$ cat config.mk
export PLATFORM = sky130hd
export DESIGN_NAME = deque_with_search_remove_unit
export DESIGN_NICKNAME = d
export VERILOG_FILES = /design/src/sv/dqsr_pkg.sv /design/src/sv/dqsr_ctrl.sv /design/src/sv/dqsr_dpath.sv /design/src/sv/deque_with_search_remove_unit.sv
export SDC_FILE = /design/constraint.sdc
export NUM_CORES = 2
export LEC_CHECK = 0
export BUFFER_PORTS_ARGS = -buffer_cell sky130_fd_sc_hd__buf_2
export CAP_MARGIN = 25
export CORE_ASPECT_RATIO = 1.5
export CORE_MARGIN = 2
export CORE_UTILIZATION = 61
export CTS_CLUSTER_SIZE = 14
export DETAILED_ROUTE_END_ITERATION = 8
export GPL_TIMING_DRIVEN = 0
export HOLD_SLACK_MARGIN = 0.06
export PLACE_DENSITY = 0.79
export SETUP_SLACK_MARGIN = 0.5
export SYNTH_ARGS = -nofsm -noshare
export SYNTH_HDL_FRONTEND = slang
export SYNTH_SLANG_ARGS = --single-unit
$ cat constraint.sdc
create_clock -name clock -period 12.9 [get_ports clock]
set_input_delay 0 -clock clock [delete_from_list [all_inputs] [get_ports clock]]
set_output_delay 0 -clock clock [all_outputs]
set_load 0.005 [all_outputs]
$ cat src/sv/dqsr_pkg.sv
// dqsr_pkg: shared constants, codes and controller/datapath handshake types
// for the deque with search and remove. No dependencies.
`default_nettype none

package dqsr_pkg;

   // Ring store geometry
   localparam int DEPTH = 16;
   localparam int IDX_W = $clog2(DEPTH);
   localparam int CNT_W = $clog2(DEPTH + 1);

   // Field widths
   localparam int WORD_W = 64;
   localparam int OP_W   = 3;
   localparam int STAT_W = 2;
   localparam int OCNT_W = 5;

   // Opcodes (any other code behaves as query)
   localparam logic [OP_W-1:0] OP_PUSH_FRONT = 3'd0;
   localparam logic [OP_W-1:0] OP_PUSH_BACK  = 3'd1;
   localparam logic [OP_W-1:0] OP_POP_FRONT  = 3'd2;
   localparam logic [OP_W-1:0] OP_POP_BACK   = 3'd3;
   localparam logic [OP_W-1:0] OP_CONTAINS   = 3'd4;
   localparam logic [OP_W-1:0] OP_REMOVE     = 3'd5;
   localparam logic [OP_W-1:0] OP_QUERY      = 3'd6;

   // Status codes
   localparam logic [STAT_W-1:0] STAT_OK    = 2'd0;
   localparam logic [STAT_W-1:0] STAT_EMPTY = 2'd1;
   localparam logic [STAT_W-1:0] STAT_FULL  = 2'd2;

   typedef enum logic [2:0] {
      S_IDLE,
      S_DISPATCH,
      S_SCAN,
      S_RD_FRONT,
      S_RD_BACK,
      S_CAP_BACK,
      S_RESP
   } ctl_state_type;

   // Controller -> datapath
   typedef struct packed {
      logic load;
      logic dispatch;
      logic scan_step;
      logic scan_commit;
      logic rd_front;
      logic rd_back;
      logic cap_back;
   } dqsr_cmd_type;

   // Datapath -> controller
   typedef struct packed {
      logic [OP_W-1:0] op;
      logic            empty;
      logic            scan_done;
   } dqsr_stat_type;

endpackage

`default_nettype wire

$ cat src/sv/dqsr_ctrl.sv
// dqsr_ctrl: sequencer for the deque; steps dispatch, scan, front/back fetch
// and the response beat. Depends on dqsr_pkg.
`default_nettype none

module dqsr_ctrl
   import dqsr_pkg::*;
(
   input  wire logic          clock,
   input  wire logic          reset,
   input  wire logic          start,
   input  wire dqsr_stat_type stat,
   output dqsr_cmd_type       cmd,
   output logic               busy,
   output logic               rsp_strobe
);

   ctl_state_type state_ff, state_in;

   always_ff @(posedge clock) begin
      if (reset) begin
         state_ff <= S_IDLE;
      end else begin
         state_ff <= state_in;
      end
   end

   always_comb begin
      state_in   = state_ff;
      cmd        = '0;
      busy       = 1'b1;
      rsp_strobe = 1'b0;
      case (state_ff)
         S_IDLE: begin
            busy = 1'b0;
            if (start) begin
               cmd.load = 1'b1;
               state_in = S_DISPATCH;
            end
         end
         S_DISPATCH: begin
            cmd.dispatch = 1'b1;
            if ((stat.op == OP_CONTAINS || stat.op == OP_REMOVE) && !stat.empty) begin
               state_in = S_SCAN;
            end else begin
               state_in = S_RD_FRONT;
            end
         end
         S_SCAN: begin
            if (stat.scan_done) begin
               cmd.scan_commit = 1'b1;
               state_in        = S_RD_FRONT;
            end else begin
               cmd.scan_step = 1'b1;
            end
         end
         S_RD_FRONT: begin
            cmd.rd_front = 1'b1;
            state_in     = S_RD_BACK;
         end
         S_RD_BACK: begin
            cmd.rd_back = 1'b1;
            state_in    = S_CAP_BACK;
         end
         S_CAP_BACK: begin
            cmd.cap_back = 1'b1;
            state_in     = S_RESP;
         end
         S_RESP: begin
            rsp_strobe = 1'b1;
            state_in   = S_IDLE;
         end
         default: begin
            state_in = S_IDLE;
         end
      endcase
   end

endmodule

`default_nettype wire

$ cat src/sv/dqsr_dpath.sv
// dqsr_dpath: ring store, front/count registers, scan and compaction logic,
// result registers. Depends on dqsr_pkg.
`default_nettype none

module dqsr_dpath
   import dqsr_pkg::*;
(
   input  wire logic                clock,
   input  wire logic                reset,
   input  wire dqsr_cmd_type        cmd,
   input  wire logic [OP_W-1:0]     req_opcode,
   input  wire logic [WORD_W-1:0]   req_value,
   output dqsr_stat_type            stat,
   output logic [STAT_W-1:0]        rsp_status,
   output logic                     rsp_found,
   output logic [OCNT_W-1:0]        rsp_removed_count,
   output logic [WORD_W-1:0]        rsp_popped_value,
   output logic [WORD_W-1:0]        rsp_front_value,
   output logic [WORD_W-1:0]        rsp_back_value,
   output logic [OCNT_W-1:0]        rsp_entry_count,
   output logic                     rsp_is_empty
);

   // ring position of logical offset off from the front
   function automatic logic [IDX_W-1:0] slot(input logic [IDX_W-1:0] base,
                                             input logic [CNT_W-1:0] off);
      logic [CNT_W:0] sum;
      sum = (CNT_W+1)'(base) + (CNT_W+1)'(off);
      if (sum >= (CNT_W+1)'(DEPTH)) begin
         sum = sum - (CNT_W+1)'(DEPTH);
      end
      return sum[IDX_W-1:0];
   endfunction

   logic [WORD_W-1:0] mem [DEPTH];

   // control state
   logic [IDX_W-1:0]  front_ff;
   logic [CNT_W-1:0]  count_ff;
   logic [CNT_W-1:0]  rd_i_ff;
   logic [CNT_W-1:0]  kept_ff;
   logic              pend_ff;
   logic              pop_pend_ff;

   // payload
   logic [OP_W-1:0]   op_ff;
   logic [WORD_W-1:0] val_ff;
   logic [WORD_W-1:0] rdata_ff;
   logic [STAT_W-1:0] status_ff;
   logic              found_ff;
   logic [CNT_W-1:0]  removed_ff;
   logic [WORD_W-1:0] popped_ff;
   logic [WORD_W-1:0] front_val_ff;
   logic [WORD_W-1:0] back_val_ff;

   logic              full;
   logic              empty;
   logic [IDX_W-1:0]  front_dec;
   logic [IDX_W-1:0]  front_inc;
   logic [CNT_W-1:0]  last_off;
   logic              hit;
   logic [IDX_W-1:0]  rd_addr;
   logic              wr_en;
   logic [IDX_W-1:0]  wr_addr;
   logic [WORD_W-1:0] wr_data;

   assign full      = (count_ff == CNT_W'(DEPTH));
   assign empty     = (count_ff == '0);
   assign front_dec = (front_ff == '0) ? IDX_W'(DEPTH - 1) : front_ff - 1'b1;
   assign front_inc = (front_ff == IDX_W'(DEPTH - 1)) ? '0 : front_ff + 1'b1;
   assign last_off  = count_ff - 1'b1;
   assign hit       = (rdata_ff == val_ff);

   assign stat.op        = op_ff;
   assign stat.empty     = empty;
   assign stat.scan_done = (rd_i_ff == count_ff) && !pend_ff;

   // read address select
   always_comb begin
      rd_addr = front_ff;
      if (cmd.dispatch && op_ff == OP_POP_BACK) begin
         rd_addr = slot(front_ff, last_off);
      end else if (cmd.scan_step) begin
         rd_addr = slot(front_ff, rd_i_ff);
      end else if (cmd.rd_front) begin
         rd_addr = front_ff;
      end else if (cmd.rd_back) begin
         rd_addr = slot(front_ff, last_off);
      end
   end

   // write port: pushes, and compaction of kept words during remove
   always_comb begin
      wr_en   = 1'b0;
      wr_addr = front_dec;
      wr_data = val_ff;
      if (cmd.dispatch && !full && op_ff == OP_PUSH_FRONT) begin
         wr_en = 1'b1;
      end else if (cmd.dispatch && !full && op_ff == OP_PUSH_BACK) begin
         wr_en   = 1'b1;
         wr_addr = slot(front_ff, count_ff);
      end else if (cmd.scan_step && pend_ff && op_ff == OP_REMOVE && !hit) begin
         wr_en   = 1'b1;
         wr_addr = slot(front_ff, kept_ff);
         wr_data = rdata_ff;
      end
   end

   always_ff @(posedge clock) begin
      if (wr_en) begin
         mem[wr_addr] <= wr_data;
      end
      rdata_ff <= mem[rd_addr];
   end

   // control registers
   always_ff @(posedge clock) begin
      if (reset) begin
         front_ff    <= '0;
         count_ff    <= '0;
         rd_i_ff     <= '0;
         kept_ff     <= '0;
         pend_ff     <= 1'b0;
         pop_pend_ff <= 1'b0;
      end else begin
         if (cmd.load) begin
            pop_pend_ff <= 1'b0;
         end
         if (cmd.dispatch) begin
            rd_i_ff <= '0;
            kept_ff <= '0;
            pend_ff <= 1'b0;
            case (op_ff)
               OP_PUSH_FRONT: begin
                  if (!full) begin
                     front_ff <= front_dec;
                     count_ff <= count_ff + 1'b1;
                  end
               end
               OP_PUSH_BACK: begin
                  if (!full) begin
                     count_ff <= count_ff + 1'b1;
                  end
               end
               OP_POP_FRONT: begin
                  if (!empty) begin
                     front_ff    <= front_inc;
                     count_ff    <= last_off;
                     pop_pend_ff <= 1'b1;
                  end
               end
               OP_POP_BACK: begin
                  if (!empty) begin
                     count_ff    <= last_off;
                     pop_pend_ff <= 1'b1;
                  end
               end
               default: ;
            endcase
         end
         if (cmd.scan_step) begin
            if (rd_i_ff != count_ff) begin
               rd_i_ff <= rd_i_ff + 1'b1;
               pend_ff <= 1'b1;
            end else begin
               pend_ff <= 1'b0;
            end
            if (pend_ff && !hit) begin
               kept_ff <= kept_ff + 1'b1;
            end
         end
         if (cmd.scan_commit && op_ff == OP_REMOVE) begin
            count_ff <= kept_ff;
         end
      end
   end

   // request and result registers
   always_ff @(posedge clock) begin
      if (cmd.load) begin
         op_ff      <= req_opcode;
         val_ff     <= req_value;
         status_ff  <= STAT_OK;
         found_ff   <= 1'b0;
         removed_ff <= '0;
         popped_ff  <= '0;
      end
      if (cmd.dispatch) begin
         case (op_ff)
            OP_PUSH_FRONT, OP_PUSH_BACK: begin
               if (full) begin
                  status_ff <= STAT_FULL;
               end
            end
            OP_POP_FRONT, OP_POP_BACK, OP_CONTAINS, OP_REMOVE: begin
               if (empty) begin
                  status_ff <= STAT_EMPTY;
               end
            end
            default: ;
         endcase
      end
      if (cmd.scan_step && pend_ff && hit) begin
         if (op_ff == OP_REMOVE) begin
            removed_ff <= removed_ff + 1'b1;
         end else begin
            found_ff <= 1'b1;
         end
      end
      // popped word lands in rdata during the first fetch cycle
      if (cmd.rd_front && pop_pend_ff) begin
         popped_ff <= rdata_ff;
      end
      if (cmd.rd_back) begin
         front_val_ff <= empty ? '0 : rdata_ff;
      end
      if (cmd.cap_back) begin
         back_val_ff <= empty ? '0 : rdata_ff;
      end
   end

   assign rsp_status        = status_ff;
   assign rsp_found         = found_ff;
   assign rsp_removed_count = OCNT_W'(removed_ff);
   assign rsp_popped_value  = popped_ff;
   assign rsp_front_value   = front_val_ff;
   assign rsp_back_value    = back_val_ff;
   assign rsp_entry_count   = OCNT_W'(count_ff);
   assign rsp_is_empty      = empty;

endmodule

`default_nettype wire

$ cat src/sv/deque_with_search_remove_unit.sv
// deque_with_search_remove_unit: top level of the bounded deque with search
// and remove-all. Depends on dqsr_pkg, dqsr_ctrl, dqsr_dpath.
//
//   channel   handshake              payload
//   -------   --------------------   -------------------------------------
//   request   start, busy (out)      req_opcode, req_value
//   response  rsp_strobe (out)       rsp_status .. rsp_is_empty (8 fields)
//
// Sequencing: one request beat at a time. Push, pop, query, and contains or
// remove on an empty deque step through dispatch, front fetch, back fetch,
// back capture and response; contains and remove on a non-empty deque add a
// scan, reading one ring entry per cycle through the single store read port.
// Reset: synchronous, active high; deque comes up empty, busy low.
// Ring contents have no reset; words read from dead slots never reach a response.
// Stalls: busy is high from accept through the response beat. The response
// is presented for one cycle on rsp_strobe; the receiver cannot stall it.
`default_nettype none

module deque_with_search_remove_unit
   import dqsr_pkg::*;
(
   input  wire logic                clock,
   input  wire logic                reset,
   input  wire logic                start,
   output logic                     busy,
   input  wire logic [OP_W-1:0]     req_opcode,
   input  wire logic [WORD_W-1:0]   req_value,
   output logic                     rsp_strobe,
   output logic [STAT_W-1:0]        rsp_status,
   output logic                     rsp_found,
   output logic [OCNT_W-1:0]        rsp_removed_count,
   output logic [WORD_W-1:0]        rsp_popped_value,
   output logic [WORD_W-1:0]        rsp_front_value,
   output logic [WORD_W-1:0]        rsp_back_value,
   output logic [OCNT_W-1:0]        rsp_entry_count,
   output logic                     rsp_is_empty
);

   dqsr_cmd_type  cmd;
   dqsr_stat_type stat;

   // sequencer: one state per phase of an operation
   dqsr_ctrl u_ctrl (
      .clock      (clock),
      .reset      (reset),
      .start      (start),
      .stat       (stat),
      .cmd        (cmd),
      .busy       (busy),
      .rsp_strobe (rsp_strobe)
   );

   // ring store, pointers, scan/compact engine and result registers
   dqsr_dpath u_dpath (
      .clock             (clock),
      .reset             (reset),
      .cmd               (cmd),
      .req_opcode        (req_opcode),
      .req_value         (req_value),
      .stat              (stat),
      .rsp_status        (rsp_status),
      .rsp_found         (rsp_found),
      .rsp_removed_count (rsp_removed_count),
      .rsp_popped_value  (rsp_popped_value),
      .rsp_front_value   (rsp_front_value),
      .rsp_back_value    (rsp_back_value),
      .rsp_entry_count   (rsp_entry_count),
      .rsp_is_empty      (rsp_is_empty)
   );

   // an accepted beat keeps the unit busy next cycle
   a_accept_busy: assert property (@(posedge clock) disable iff (reset)
      (start && !busy) |=> busy)
      else $error("busy not raised after accept");

   // the response strobe drops right after each response beat
   a_single_beat: assert property (@(posedge clock) disable iff (reset)
      rsp_strobe |=> !rsp_strobe)
      else $error("response strobe held for more than one cycle");

   // empty flag agrees with the count
   a_empty_count: assert property (@(posedge clock) disable iff (reset)
      rsp_strobe |-> (rsp_is_empty == (rsp_entry_count == '0)))
      else $error("is_empty disagrees with entry_count");

   // an empty deque reports zero front and back words
   a_empty_words: assert property (@(posedge clock) disable iff (reset)
      (rsp_strobe && rsp_is_empty) |-> (rsp_front_value == '0 && rsp_back_value == '0))
      else $error("nonzero front/back on empty deque");

endmodule

`default_nettype wire

Yosys cells after proc, flatten, opt, wreduce, memory -nomap -nowiden --
Memory sizes are Yosys's and may differ from the RTL's. A register that Yosys moved wholly into a read port is not among the register bits. Cells that the tools add are included.
Operators by class: add/subtract/negate cells 15, multipliers 0, divide/modulo/power cells 0, magnitude comparators 4, equality and inequality tests 22, shift operators 0, muxes and demuxes 71, bitwise logic cells 0, reductions and logical operators 33
Operators by type and width (number):
- $mux 64 | 6
- $mux 5 | 13
- $eq 64x64->1 | 1
- $mux 4 | 15
- $mux 1 | 26
- $add 4x5->6 | 4
- $ge 6x5->1 const B | 4
- $add 5x1->5 const B | 4
- $sub 4x1->4 const B | 5
- $pmux 3 s6 | 1
- $eq 3x3->1 const B | 5
- $logic_and 1x1->1 | 13
- $eq 3x2->1 const B | 4
- $mux 2 | 5
- $pmux 5 s2 | 1
- $ne 2x2->1 const B | 4
- $pmux 4 s2 | 1
- $reduce_and 4->1 | 2
- $reduce_bool 2->1 | 4
- $eq 3x1->1 const B | 2
- $logic_not 3->1 | 2
- $mux 3 | 2
- $ne 3x3->1 const B | 2
- $eq 5x5->1 | 1
- other kinds (14) | 18
Storage, ports and cells: register bits after elaboration 291, latch bits 0, bits in writable memories 1024, bits in read-only memories 0, bits of input ports 70, output and inout port bits 208, logic and storage cells 161, memories kept 1
Memory list:
- u_dpath.mem | words 16, bits a word 64, rd ports 1, clocked after memory_dff 1, write ports 1, line dqsr_dpath.sv:35 | logic [WORD_W-1:0] mem [DEPTH];

Logic depth before layout (Yosys ltp) --
word-level depth 12, gate-level depth with buffers 12, depth with buffers taken out 10

Cells and area by module --
Synthesis repeated with hierarchy kept, for this count alone.
Unflattened totals: cells, all modules 3475, area total of the unflattened synthesis 53822.9 sq um
By module, submodules not included:
- dqsr_dpath | instances 1, cells each 3448, area an instance 53615.2 sq um, sequential area each 40388.7 sq um
- dqsr_ctrl | instances 1, cells each 27, area an instance 207.7 sq um, sequential area each 60.1 sq um

Worst setup path after synthesis --
OpenSTA, ideal clock, no wires.
path type reg2reg, start register u_dpath.count_ff[1] (netlist: u_dpath.rsp_entry_count[1]), end memory u_dpath.mem[4][0], enable pin, setup time 667 ps, data arrival time 8832 ps, required time 12233 ps, path slack 3402 ps, stages on the path, launching flop included 11, buffers on the path 1, period minus slack after synthesis 9498 ps, cells stage by stage dfxtp_1 > inv_1 > ha_1 > nor3b_1 > and2_1 > nor4_1 > and2_1 > o21bai_2 > o221ai_1 > buf_2 > nor4b_1
On the way: cells in the longest elaborated chain, start to end 12, elaborated cells between the ends (all ways) 24, those cells by class 2 x add/sub; 1 x order compare; 2 x eq/ne; 11 x mux; 8 x reduce/logical
Ends and longest elaborated chain:
- from (decl) | line dqsr_dpath.sv:39 | logic [CNT_W-1:0] count_ff;
- from (signal assigned) | line dqsr_dpath.sv:137 | count_ff <= count_ff + 1'b1;
- from (signal assigned) | line dqsr_dpath.sv:142 | count_ff <= count_ff + 1'b1;
- from (signal assigned) | line dqsr_dpath.sv:148 | count_ff <= last_off;
- branches (longest 12 deep; another with $add 4x5->6)
- to (decl) | line dqsr_dpath.sv:35
Parallel ways; which one is timed is not known.

Final worst setup path --
start register u_dpath.rdata_ff[62], read port of u_dpath.mem, end memory u_dpath.mem[7][14], enable pin
On the way: cells in the longest elaborated chain, start to end 8, elaborated cells between the ends (all ways) 11, those cells by class 1 x eq/ne; 8 x mux; 2 x reduce/logical
Ends and longest elaborated chain:
- from (decl) | line dqsr_dpath.sv:48 | logic [WORD_W-1:0] rdata_ff;
- $eq 64x64->1 * | line dqsr_dpath.sv:72 | assign hit = (rdata_ff == val_ff);
- $logic_not 1->1 * | line dqsr_dpath.sv:102 | end else if (cmd.scan_step && pend_ff && op_ff == OP_REMOVE && !hit) begin
- $logic_and 1x1->1 * | line dqsr_dpath.sv:102
- $mux 1 | line dqsr_dpath.sv:102
- $mux 1 | line dqsr_dpath.sv:99 | end else if (cmd.dispatch && !full && op_ff == OP_PUSH_BACK) begin
- $mux 1 | line dqsr_dpath.sv:97 | if (cmd.dispatch && !full && op_ff == OP_PUSH_FRONT) begin
- $mux 1 | line dqsr_dpath.sv:110 | if (wr_en) begin
- $mux 1 (implied by the code) | line dqsr_dpath.sv:111 | mem[wr_addr] <= wr_data;
Mark *: on every way between the ends. The rest lies on a longest branch, timed or not.

==> reports/metrics.yaml <==
utilization_pct: 72.1
finClkSkew_ns: 0.0404
synth_top_area_share_pct: 72.1
p_sw_mw: 2.55
busiest_layer: "met2"
hold_viol_final: 0
cts_sinks: 1379
numCtsBuffers: 118
critPathBufInv: 5
yosysSeqAreaShare_pct: 75.7
synth_common_cells: "1283 x edfxtp_1, 256 x mux4_2, 196 x mux2i_1"
ys_ff_latch: 1379
maxCapViolations: 0
pre_cts_ws_ns: 7.14
synth_ff_type: "edfxtp_1"
cp_slowest_stage_delay_ns: 0.86
pwr-share-comb_pct: 13.0
die_w_um: 246
start_kind: "flip-flop"
crit_top_cell: "buf_4"
ant_nets: 0
reg2reg_from: "u_dpath.rdata_ff[62]"
antenna_found_initial: 8
core_um2: 87200
met1_usage_pct: 39.6
fin_crit_ns: 6.00
yosysUniqueCellTypes: 72
drive_gt1_share_pct: 30.8
relSlewSlack_pct: 26.8
use_met2_pct: 53.1
root_buffer: "clkbuf_16"
crit_family: "simple AND/OR/NAND/NOR gates"
clkLatencyLatePin_ns: 0.77
rsz0062_at_grt: "false"
nets: 3257
hp-class: "in2reg"
crit_arrival_ns: 6.44
peakVddDrop_uv: 132
syn_area_um2: 53400
track_usage_pct: 31.4
synthCells: 2518
routed_via_density: 6.43
drtPass1Iterations: 5
cp_max_fo: 10
grt_first_pass_wirelength_mm: 199
cp_slowest_cell: "nor4b_2"
io_buffers: 277
crit_type: "reg2reg"
p_int_mw: 7.61
endpoint_kind: "flip-flop"
synth_top_area_cell: "edfxtp_1"
start_util_pct: 61.3
die_y_um: 366
ioPinCount: 278
min-delay-start: "reset"
synth-edff-count: 1283
grt_pass1_vias: 29110
synth.avg_cell_area_um2: 21.2
period_share_pct: 46.5
synth-async-reset-ratio_pct: 0
htree_levels: 3
drt_iter0_markers: 3736
drv_slew: 0
tightest_slew_ns: 1.09
drc: 0
pwr_density_cell_nw_per_um2: 162
switching_share_pct: 25.1
setup.worst_path.start: "u_dpath.rdata_ff[62]"
p_total_mw: 10.2
grt.met3_usage_pct: 5.85
setup_viol: 0
cts_resized: 0
crit_required_ns: 13.34
grt_max_degree: 56
synth_fp_nets: 2616
row_count: 133
avgRoutedWirePerCell_um: 31.8
fmax_ghz: 0.167
yosys_warnings: 0
area_growth_syn_to_layout_pct: 17.6
cellLeakagePower_nw: 21.8
die_area_um2: 90000
synth_most_common_cell: "edfxtp_1"
wirelength_mm: 140
cts_tree: "done"
final.setup.worst_slack_ns: 6.90
overflow: 0
clk_pin_slew_ns: 0.07
synth_area_leaders: "edfxtp_1 72%, mux4_2 11%, mux2i_1 3.7%, dfxtp_1 3.6%, and2_1 1.5%"
vias: 28366
gp_congestion: 0.897
diodes: 0
status: "completed"
cts_max_path_buffers: 3
crit_chain: "xor2_1 > nor4_1 > nand4_1 > nor4_1 > buf_4 > o21bai_2 > o221ai_1 > buf_2 > nor4b_2 > buf_4 > buf_4 > buf_4"
p_seq_share_pct: 52.3
dpl.hpwl_mm: 90.9
clkPwrFrac_pct: 34.7
-- state kept, by name (all words and copies together), names as in the netlist --
name / count
u_ctrl.state_ff: 3
u_dpath.front_ff: 4
u_dpath.kept_ff: 5
u_dpath.mem: 1024
u_dpath.op_ff: 3
u_dpath.pend_ff: 1
u_dpath.pop_pend_ff: 1
u_dpath.rd_i_ff: 5
u_dpath.rdata_ff: 64
u_dpath.rsp_back_value: 64
u_dpath.rsp_entry_count: 5
u_dpath.rsp_found: 1
u_dpath.rsp_front_value: 64
u_dpath.rsp_popped_value: 64
u_dpath.rsp_removed_count: 5
u_dpath.rsp_status: 2
u_dpath.val_ff: 64
-- cell type report --
cell class | instances | area [um2]
Clock buffer | 192 | 3410
Buffer | 115 | 950
Sequential cell | 1379 | 40400
Fill cell | 4845 | 24400
Inverter | 19 | 73.8
Tap cell | 1147 | 1440
Clock inverter | 32 | 422
Multi-Input combinational cell | 1005 | 12100
Timing Repair Buffer | 521 | 3990
-- metal layers --
metal / part of all wire (%) / vias up / routed length, um
li1: - / 11489 / -
met1: 34 / 14547 / 47600
met2: 51 / 1965 / 71800
met3: 10 / 357 / 14100
met4: 4.7 / 8 / 6640
met5: 0.044 / - / 61
-- metrics by stage --
step	instance area, um2	hold WS, ns	setup TNS [ns]	cells
3_3_place_gp	56300	0.176	-3324.12	3942
6_report	62800	0.158	0	4410
4_1_cts	62800	0.0769	0	4410
2_1_floorplan	53400	0.0691	0	2518
5_1_grt	62800	0.161	0	4410
3_5_place_dp	57600	0.178	0	4050
-- worst reg2reg max path: cells and delay by family, from the launching register on --
family	cells	cell delay [ns]
and+or+nand+nor	4	2.63
AOI/OAI and AO/OA	2	0.82
DFF	1	0.56
buffers and inverters	5	1.46
xor gates and xnor gates	1	0.23
-- cell usage in the layout, fill, tap and decap left out, types with 18 or more instances in the layout --
| master | Yosys | routed |
|---|---|---|
| buf_2 | 19 | 298 |
| xor2_1 | 76 | 76 |
| mux2i_1 | 196 | 196 |
| edfxtp_1 | 1283 | 1283 |
| dfxtp_1 | 96 | 96 |
| buf_8 | 13 | 30 |
| clkbuf_8 | 0 | 18 |
| mux4_2 | 256 | 256 |
| nand2_1 | 30 | 30 |
| nor2_1 | 37 | 36 |
| nor4_1 | 19 | 18 |
| mux2_2 | 69 | 69 |
| ha_1 | 24 | 24 |
| clkbuf_1 | 20 | 76 |
| and2_1 | 131 | 131 |
| buf_6 | 28 | 47 |
| inv_1 | 19 | 18 |
| a21oi_1 | 21 | 21 |
| clkbuf_16 | 0 | 118 |
| buf_4 | 25 | 82 |
| dlygate4sd3_1 | 0 | 136 |
-- kinds of logic after synthesis --
family	synth area share, %
muxes	15.9
and+or+nand+nor	3.18
adders and majority gates	0.712
AOI/OAI and AO/OA	1.14
buffers and inverters	1.91
DFF	75.7
xor gates and xnor gates	1.44
-- what timing repair did --
item                      4_1_cts  5_1_grt
setup buffers                   0        0
hold buffers                  136        0
hold endpoints to repair       96        0
-- worst paths after layout --
kind | endpoint | slack [ns] | depth (start not counted)
worst max-delay path | u_dpath.mem[7][14] | 6.90 | 12
worst max register to register | u_dpath.mem[7][14] | 6.90 | 12
worst min register to register | u_dpath.rsp_found | 0.47 | 2
worst min-delay path | u_dpath.kept_ff[4] | 0.16 | 3
-- power groups by stage --
stage	Combinational (mW)	Clock (mW)	Sequential [mW]
2_1_floorplan	0.800	0	5.32
3_3_place_gp	1.20	0	5.41
3_5_place_dp	1.27	0	5.40
4_1_cts	1.31	3.53	5.31
5_1_grt	1.38	3.70	5.32
6_report	1.32	3.52	5.32
(Power assumes the default switching activity.)
